$ cat config.mk
export PLATFORM = sky130hd
export DESIGN_NAME = indexed_array_list_engine
export DESIGN_NICKNAME = d
export VERILOG_FILES = /design/src/rtl/ial_pkg.sv /design/src/rtl/ial_ram.sv /design/src/rtl/ial_decode.sv /design/src/rtl/indexed_array_list_engine.sv
export SDC_FILE = /design/constraint.sdc
export NUM_CORES = 2
export LEC_CHECK = 0
export BUFFER_PORTS_ARGS = -buffer_cell sky130_fd_sc_hd__buf_4
export CAP_MARGIN = 20
export CORE_MARGIN = 5
export CORE_UTILIZATION = 35
export DETAILED_ROUTE_END_ITERATION = 8
export PLACE_DENSITY_LB_ADDON = 0.08
export SETUP_SLACK_MARGIN = 0.15
export SLEW_MARGIN = 10
export SYNTH_ARGS = -nofsm -noshare
export SYNTH_HDL_FRONTEND = slang
export SYNTH_SLANG_ARGS = --single-unit
$ cat constraint.sdc
create_clock -name clock -period 8.1 [get_ports clock]
set_input_delay 0 -clock clock [delete_from_list [all_inputs] [get_ports clock]]
set_output_delay 0 -clock clock [all_outputs]
set_load 0.005 [all_outputs]
$ cat src/rtl/ial_pkg.sv
`default_nettype none

package ial_pkg;

   localparam int CAPACITY    = 64;
   localparam int ENTRY_WIDTH = 32;

   // Widths of the request and result fields.
   localparam int ACTION_W = 3;
   localparam int POS_W    = 6;
   localparam int VALUE_W  = 32;
   localparam int COUNT_W  = 7;

   // Memory index and live count widths.
   localparam int IDX_W = $clog2(CAPACITY);
   localparam int CNT_W = $clog2(CAPACITY + 1);
   localparam int CMP_W = (CNT_W > POS_W) ? CNT_W : POS_W;

   localparam logic [ACTION_W-1:0] ACT_APPEND    = 3'd0;
   localparam logic [ACTION_W-1:0] ACT_DROP      = 3'd1;
   localparam logic [ACTION_W-1:0] ACT_READ      = 3'd2;
   localparam logic [ACTION_W-1:0] ACT_OVERWRITE = 3'd3;
   localparam logic [ACTION_W-1:0] ACT_INSERT    = 3'd4;
   localparam logic [ACTION_W-1:0] ACT_ERASE     = 3'd5;

   typedef enum logic [1:0] {
      PLAN_DONE,
      PLAN_READ,
      PLAN_INSERT,
      PLAN_ERASE
   } plan_kind_type;

   typedef struct packed {
      logic                   ok;
      plan_kind_type          kind;
      logic                   wr_en;
      logic [IDX_W-1:0]       wr_addr;
      logic [ENTRY_WIDTH-1:0] wr_data;
      logic [IDX_W-1:0]       rd_addr;
      logic [CNT_W-1:0]       next_count;
   } plan_type;

endpackage

`default_nettype wire

$ cat src/rtl/ial_ram.sv
`default_nettype none

module ial_ram #(
   parameter int WIDTH = 32,
   parameter int DEPTH = 64
) (
   input  wire logic                     clock,
   input  wire logic                     wr_en,
   input  wire logic [$clog2(DEPTH)-1:0] wr_addr,
   input  wire logic [WIDTH-1:0]         wr_data,
   input  wire logic [$clog2(DEPTH)-1:0] rd_addr,
   output      logic [WIDTH-1:0]         rd_data
);

   logic [WIDTH-1:0] mem [DEPTH];

   always_ff @(posedge clock) begin
      if (wr_en) begin
         mem[wr_addr] <= wr_data;
      end
      rd_data <= mem[rd_addr];
   end

endmodule

`default_nettype wire

$ cat src/rtl/ial_decode.sv
`default_nettype none

module ial_decode (
   input  wire logic [ial_pkg::ACTION_W-1:0] req_action,
   input  wire logic [ial_pkg::POS_W-1:0]    req_position,
   input  wire logic [ial_pkg::VALUE_W-1:0]  req_write_value,
   input  wire logic [ial_pkg::CNT_W-1:0]    count,
   output      ial_pkg::plan_type            plan
);

   logic [ial_pkg::CMP_W-1:0] pos_ext;
   logic [ial_pkg::CMP_W-1:0] cnt_ext;
   logic                      pos_ok;
   logic                      full;

   always_comb begin
      pos_ext = ial_pkg::CMP_W'(req_position);
      cnt_ext = ial_pkg::CMP_W'(count);
      pos_ok  = pos_ext < cnt_ext;
      full    = count == ial_pkg::CNT_W'(ial_pkg::CAPACITY);

      plan.ok         = 1'b0;
      plan.kind       = ial_pkg::PLAN_DONE;
      plan.wr_en      = 1'b0;
      plan.wr_addr    = ial_pkg::IDX_W'(req_position);
      plan.wr_data    = ial_pkg::ENTRY_WIDTH'(req_write_value);
      plan.rd_addr    = ial_pkg::IDX_W'(req_position);
      plan.next_count = count;

      case (req_action)
         ial_pkg::ACT_APPEND: begin
            if (!full) begin
               plan.ok         = 1'b1;
               plan.wr_en      = 1'b1;
               plan.wr_addr    = ial_pkg::IDX_W'(count);
               plan.next_count = ial_pkg::CNT_W'(count + 1'b1);
            end
         end
         ial_pkg::ACT_DROP: begin
            if (count != '0) begin
               plan.ok         = 1'b1;
               plan.next_count = ial_pkg::CNT_W'(count - 1'b1);
            end
         end
         ial_pkg::ACT_READ: begin
            if (pos_ok) begin
               plan.ok   = 1'b1;
               plan.kind = ial_pkg::PLAN_READ;
            end
         end
         ial_pkg::ACT_OVERWRITE: begin
            if (pos_ok) begin
               plan.ok    = 1'b1;
               plan.wr_en = 1'b1;
            end
         end
         ial_pkg::ACT_INSERT: begin
            // The shift runs from the last entry down to the insert point.
            if (pos_ok && !full) begin
               plan.ok         = 1'b1;
               plan.kind       = ial_pkg::PLAN_INSERT;
               plan.rd_addr    = ial_pkg::IDX_W'(count - 1'b1);
               plan.next_count = ial_pkg::CNT_W'(count + 1'b1);
            end
         end
         ial_pkg::ACT_ERASE: begin
            if (pos_ok) begin
               plan.ok         = 1'b1;
               plan.next_count = ial_pkg::CNT_W'(count - 1'b1);
               // Erasing the last entry needs no shift.
               if (ial_pkg::CMP_W'(pos_ext + 1'b1) < cnt_ext) begin
                  plan.kind    = ial_pkg::PLAN_ERASE;
                  plan.rd_addr = ial_pkg::IDX_W'(req_position + 1'b1);
               end
            end
         end
         default: begin
            plan.ok = 1'b0;
         end
      endcase
   end

endmodule

`default_nettype wire

$ cat src/rtl/indexed_array_list_engine.sv
// Channel   Handshake                 Payload
// request   start && !busy            req_action, req_position, req_write_value
// result    rsp_valid (one cycle)     rsp_ok, rsp_read_value, rsp_entry_count
//
// Append, drop, overwrite and refused requests answer in the cycle after the
// accept with busy staying low, so they can follow each other every cycle.
// Read answers from ST_READ, after the registered memory read. Insert at p
// shifts the entries from p up and erase shifts those above p down, since
// the entry memory has one write port and moves one entry per cycle.
// Synchronous reset empties the list; no clearing pass is needed.
// The receiver cannot stall: each result is shown for exactly one cycle.
`default_nettype none

module indexed_array_list_engine (
   input  wire logic                            clock,
   input  wire logic                            reset,
   input  wire logic                            start,
   output      logic                            busy,
   input  wire logic [ial_pkg::ACTION_W-1:0]    req_action,
   input  wire logic [ial_pkg::POS_W-1:0]       req_position,
   input  wire logic [ial_pkg::VALUE_W-1:0]     req_write_value,
   output      logic                            rsp_valid,
   output      logic                            rsp_ok,
   output      logic [ial_pkg::VALUE_W-1:0]     rsp_read_value,
   output      logic [ial_pkg::COUNT_W-1:0]     rsp_entry_count
);

   typedef enum logic [2:0] {
      ST_IDLE,
      ST_READ,
      ST_INS_SHIFT,
      ST_INS_LAST,
      ST_ERA_SHIFT
   } state_type;

   state_type                           state_ff, state_in;
   logic [ial_pkg::CNT_W-1:0]           count_ff, count_in;
   logic [ial_pkg::IDX_W-1:0]           rd_idx_ff, rd_idx_in;
   logic [ial_pkg::IDX_W-1:0]           pos_idx_ff, pos_idx_in;
   logic [ial_pkg::IDX_W-1:0]           last_idx_ff, last_idx_in;
   logic [ial_pkg::ENTRY_WIDTH-1:0]     val_ff, val_in;
   logic                                rsp_valid_ff, rsp_valid_in;
   logic                                rsp_ok_ff, rsp_ok_in;
   logic [ial_pkg::VALUE_W-1:0]         rsp_read_value_ff, rsp_read_value_in;
   logic [ial_pkg::COUNT_W-1:0]         rsp_entry_count_ff, rsp_entry_count_in;

   ial_pkg::plan_type                   plan;
   logic                                mem_wr_en;
   logic [ial_pkg::IDX_W-1:0]           mem_wr_addr;
   logic [ial_pkg::ENTRY_WIDTH-1:0]     mem_wr_data;
   logic [ial_pkg::IDX_W-1:0]           mem_rd_addr;
   logic [ial_pkg::ENTRY_WIDTH-1:0]     mem_rd_data;

   ial_decode u_decode (
      .req_action      (req_action),
      .req_position    (req_position),
      .req_write_value (req_write_value),
      .count           (count_ff),
      .plan            (plan)
   );

   ial_ram #(
      .WIDTH (ial_pkg::ENTRY_WIDTH),
      .DEPTH (ial_pkg::CAPACITY)
   ) u_entries (
      .clock   (clock),
      .wr_en   (mem_wr_en),
      .wr_addr (mem_wr_addr),
      .wr_data (mem_wr_data),
      .rd_addr (mem_rd_addr),
      .rd_data (mem_rd_data)
   );

   always_comb begin
      state_in           = state_ff;
      count_in           = count_ff;
      rd_idx_in          = rd_idx_ff;
      pos_idx_in         = pos_idx_ff;
      last_idx_in        = last_idx_ff;
      val_in             = val_ff;
      rsp_valid_in       = 1'b0;
      rsp_ok_in          = rsp_ok_ff;
      rsp_read_value_in  = rsp_read_value_ff;
      rsp_entry_count_in = rsp_entry_count_ff;

      mem_wr_en   = 1'b0;
      mem_wr_addr = plan.wr_addr;
      mem_wr_data = plan.wr_data;
      mem_rd_addr = plan.rd_addr;

      case (state_ff)
         ST_IDLE: begin
            if (start) begin
               count_in           = plan.next_count;
               rd_idx_in          = plan.rd_addr;
               pos_idx_in         = ial_pkg::IDX_W'(req_position);
               last_idx_in        = ial_pkg::IDX_W'(plan.next_count);
               val_in             = plan.wr_data;
               mem_wr_en          = plan.wr_en;
               rsp_ok_in          = plan.ok;
               rsp_read_value_in  = '0;
               rsp_entry_count_in = ial_pkg::COUNT_W'(plan.next_count);
               case (plan.kind)
                  ial_pkg::PLAN_READ:   state_in = ST_READ;
                  ial_pkg::PLAN_INSERT: state_in = ST_INS_SHIFT;
                  ial_pkg::PLAN_ERASE:  state_in = ST_ERA_SHIFT;
                  default:              rsp_valid_in = 1'b1;
               endcase
            end
         end
         ST_READ: begin
            rsp_valid_in      = 1'b1;
            rsp_read_value_in = ial_pkg::VALUE_W'(mem_rd_data);
            state_in          = ST_IDLE;
         end
         ST_INS_SHIFT: begin
            // Each entry moves up one place; the next read is always below the
            // address being written, so no entry is read after it was moved.
            mem_wr_en   = 1'b1;
            mem_wr_addr = ial_pkg::IDX_W'(rd_idx_ff + 1'b1);
            mem_wr_data = mem_rd_data;
            if (rd_idx_ff == pos_idx_ff) begin
               state_in = ST_INS_LAST;
            end else begin
               mem_rd_addr = ial_pkg::IDX_W'(rd_idx_ff - 1'b1);
               rd_idx_in   = ial_pkg::IDX_W'(rd_idx_ff - 1'b1);
            end
         end
         ST_INS_LAST: begin
            mem_wr_en    = 1'b1;
            mem_wr_addr  = pos_idx_ff;
            mem_wr_data  = val_ff;
            rsp_valid_in = 1'b1;
            state_in     = ST_IDLE;
         end
         ST_ERA_SHIFT: begin
            mem_wr_en   = 1'b1;
            mem_wr_addr = ial_pkg::IDX_W'(rd_idx_ff - 1'b1);
            mem_wr_data = mem_rd_data;
            if (rd_idx_ff == last_idx_ff) begin
               rsp_valid_in = 1'b1;
               state_in     = ST_IDLE;
            end else begin
               mem_rd_addr = ial_pkg::IDX_W'(rd_idx_ff + 1'b1);
               rd_idx_in   = ial_pkg::IDX_W'(rd_idx_ff + 1'b1);
            end
         end
         default: begin
            state_in = ST_IDLE;
         end
      endcase
   end

   always_ff @(posedge clock) begin
      if (reset) begin
         state_ff     <= ST_IDLE;
         count_ff     <= '0;
         rsp_valid_ff <= 1'b0;
      end else begin
         state_ff     <= state_in;
         count_ff     <= count_in;
         rsp_valid_ff <= rsp_valid_in;
      end
      rd_idx_ff          <= rd_idx_in;
      pos_idx_ff         <= pos_idx_in;
      last_idx_ff        <= last_idx_in;
      val_ff             <= val_in;
      rsp_ok_ff          <= rsp_ok_in;
      rsp_read_value_ff  <= rsp_read_value_in;
      rsp_entry_count_ff <= rsp_entry_count_in;
   end

   assign busy            = state_ff != ST_IDLE;
   assign rsp_valid       = rsp_valid_ff;
   assign rsp_ok          = rsp_ok_ff;
   assign rsp_read_value  = rsp_read_value_ff;
   assign rsp_entry_count = rsp_entry_count_ff;

   a_count_bound: assert property (@(posedge clock) disable iff (reset)
      count_ff <= ial_pkg::CNT_W'(ial_pkg::CAPACITY))
      else $error("live count above capacity");

   a_rsp_cause: assert property (@(posedge clock) disable iff (reset)
      rsp_valid |-> ($past(start) && !$past(busy)) || $past(busy))
      else $error("result without a pending item");

   a_read_no_write: assert property (@(posedge clock) disable iff (reset)
      state_ff == ST_READ |-> !mem_wr_en)
      else $error("memory written during a read");

   a_refused_zero: assert property (@(posedge clock) disable iff (reset)
      rsp_valid && !rsp_ok |-> rsp_read_value == '0)
      else $error("refused item returned data");

endmodule

`default_nettype wire

==> results_dict.tcl <==
set metrics [dict create \
    power_mw 26.5 \
    avgSynthCellArea_um2 13.4 \
    cts.sinks 2175 \
    ff2ff_path_depth 14 \
    grt_use_met3_pct 3.60 \
    rsz0062_at_grt "false" \
    grt_pass1_wl_um 419000 \
    io_buffers 85 \
    place_hpwl_um 173000 \
    drive_gt1_share_pct 11.4 \
    clk_pin_slew_ps 60 \
    core_mm2 0.246 \
    synth-seq-cells 2175 \
    hold_buffers 89 \
    max_freq_ghz 0.154 \
    clockRootBuffer "clkbuf_16" \
    ant_nets 0 \
    cts_tree "done" \
    nets 6746 \
    overflow 0 \
    min_period_ps 6480 \
    worstSetupEndpoint "u_entries.rd_data[24]" \
    synth-edff-count 2132 \
    die_x_um 508 \
    viasPerCell 5.40 \
    path_class "reg -> reg" \
    wirelength_um 300000 \
    num-fill-cells 23200 \
    grt_use_met1_pct 33.5 \
    clk_latency_ps 900 \
    first_pass_iters 7 \
    drcViolationCount 0 \
    clock_skew_ps 71.4 \
    reg2reg_slack_ps 1620 \
    p_leak_nw 33.8 \
    layout_commonest_cell "edfxtp_1" \
    irDropWorstVdd_v 0.000206 \
    synth-main-ff-cell "edfxtp_1" \
    track_usage_pct 22.7 \
    synth_fp_nets 6531 \
    antenna_found_initial 38 \
    post-cts-setup-buffers 0 \
    dieArea_mm2 0.258 \
    r2r_end "u_entries.rd_data[24]" \
    vias 55200 \
    crit_start "count_ff[3]" \
    max_slew_margin_pct 14.7 \
    drtIter0Drc 6156 \
    grt_pass1_vias 53000 \
    gr-usage-met2_pct 34.8 \
    hold_path.class "in -> reg" \
    async_flop_share_pct 0 \
    crit_path_start_kind "flip-flop" \
    cts_resized 0 \
    netlist_area_mm2 0.0868 \
    mostFrequentLayoutCells "edfxtp_1, nand2_1, nand3_1, a21oi_1, buf_4" \
    finalMaxSlewViolations 0 \
    clock_path_buffers 3 \
    power_density_mw_per_mm2 263 \
    htreeDepth 4 \
    status "completed" \
    wl_per_cell_um 29.4 \
    grt_max_degree 152 \
    busiest_layer "met2" \
    synth.yosys.seq_area_share_pct 74.7 \
    worstMarginPinSlew_ps 1280 \
    period_share_pct 80.0 \
    fin_setup_tns_ps 0 \
    cts_buffers 231 \
    num_rows 182 \
    io_pins 86 \
    worst_setup_path_end_kind "flip-flop" \
    start_util_pct 35.2 \
    yosysWarnings 0 \
    place.gp.congestion 0.822 \
    dieHeight_um 508 \
    ys_types 79 \
    cp.required_ps 8940 \
    cap_violations 0 \
    syn-instance-count 6466 \
    r2r-start "count_ff[3]" \
    area_growth_pct 16.1 \
    cp_max_fo 151 \
    setup_viol 0 \
    finalHoldViolCount 0 \
    crit_arrival_ps 7320 \
]
==> area by class of cell <==
class / count / area [µm²] / area share (%)
clock inverters: 128 / 1110 / 1.11
repair buffers: 397 / 3500 / 3.47
inverters: 26 / 97.6 / 0.0968
clock buffers: 308 / 6180 / 6.13
diodes: 30 / 75.1 / 0.0745
well taps: 3312 / 4140 / 4.11
flip-flops and latches: 2175 / 64900 / 64.4
multi-input cells: 3850 / 20800 / 20.6
==> worst max-delay path, stage by stage, from the launching register on <==
cell	delay, ps
dfxtp_1	600
inv_1	290
ha_1	330
and4_1	220
a21o_1	310
nor4b_1	320
a2111o_1	320
a21o_4	420
buf_12	500
buf_4	850
nand2_1	120
a21oi_1	300
nor3_1	110
nor3_1	960
and3_1	290
==> state kept, by name, indices dropped and copies added (netlist names) <==
register and count:
rsp_entry_count 2, rsp_read_value 32, u_entries.mem 2048, last_idx_ff 5
u_entries.rd_data 32, rsp_valid 1, rsp_ok 1, state_ff 3
rd_idx_ff 6, count_ff 7, pos_idx_ff 6, val_ff 32
==> metrics by stage <==
step	util [%]	cells	instance area, µm²	worst slack (ps)	hold slack [ps]
2_1_floorplan	-	6466	86800	3660	98.9
3_3_place_gp	37.5	9663	92500	1580	192
3_5_place_dp	37.6	9670	92500	1680	192
4_1_cts	40.9	10200	101000	1660	127
5_1_grt	40.9	10200	101000	1340	188
6_report	40.9	10200	101000	1620	203
==> report_power, final <==
part           internal, mW  switching, mW  leakage, nW  total, mW
combinational         0.922           2.43         10.6       3.36
sequential             12.6          0.265         19.6       12.9
clock                  5.69           4.59         3.53       10.3
total                  19.2           7.29         33.8       26.5
==> synth_stat cells, types with 105 or more instances <==
library cell	n	share of area (%)
edfxtp_1	2132	74
a211oi_1	150	1.3
nand3_1	458	2.6
nor2_1	105	0.45
clkbuf_1	173	0.75
nand2_1	1592	6.9
a21oi_1	437	2.5
nor2b_1	151	1.1
mux2i_1	175	2.0
o22ai_1	112	0.81
a31oi_1	170	1.2
buf_2	143	0.82
==> kinds of logic after synthesis <==
family | Yosys count | share of synthesized area, %
xor+xnor | 29 | 0.293
buf+inv | 441 | 2.29
mux | 177 | 2.04
fa+ha+maj | 21 | 0.303
simple gates | 2623 | 13.3
compound gates | 1000 | 7.03
flops | 2175 | 74.7
==> worst min path at each step <==
| stage | startpoint | endpoint | slack, ps | depth (start not counted) |
|---|---|---|---|---|
| after global routing | start | state_ff[0] | 190 | 5 |
| final | start | state_ff[0] | 200 | 5 |
| after floorplan | req_position[0] | pos_idx_ff[0] | 100 | 0 |
| after CTS | req_action[1] | rsp_ok | 130 | 4 |
| after detailed placement | req_write_value[28] | val_ff[28] | 190 | 1 |
| after global placement | req_write_value[28] | val_ff[28] | 190 | 1 |
==> per-layer routing <==
layer  vias up  wire length (µm)
met4         4              7160
li1      24500                 -
met5         -                19
met3       367             18400
met1     28600            138000
met2      1759            136000
(Power assumes the default switching activity.)
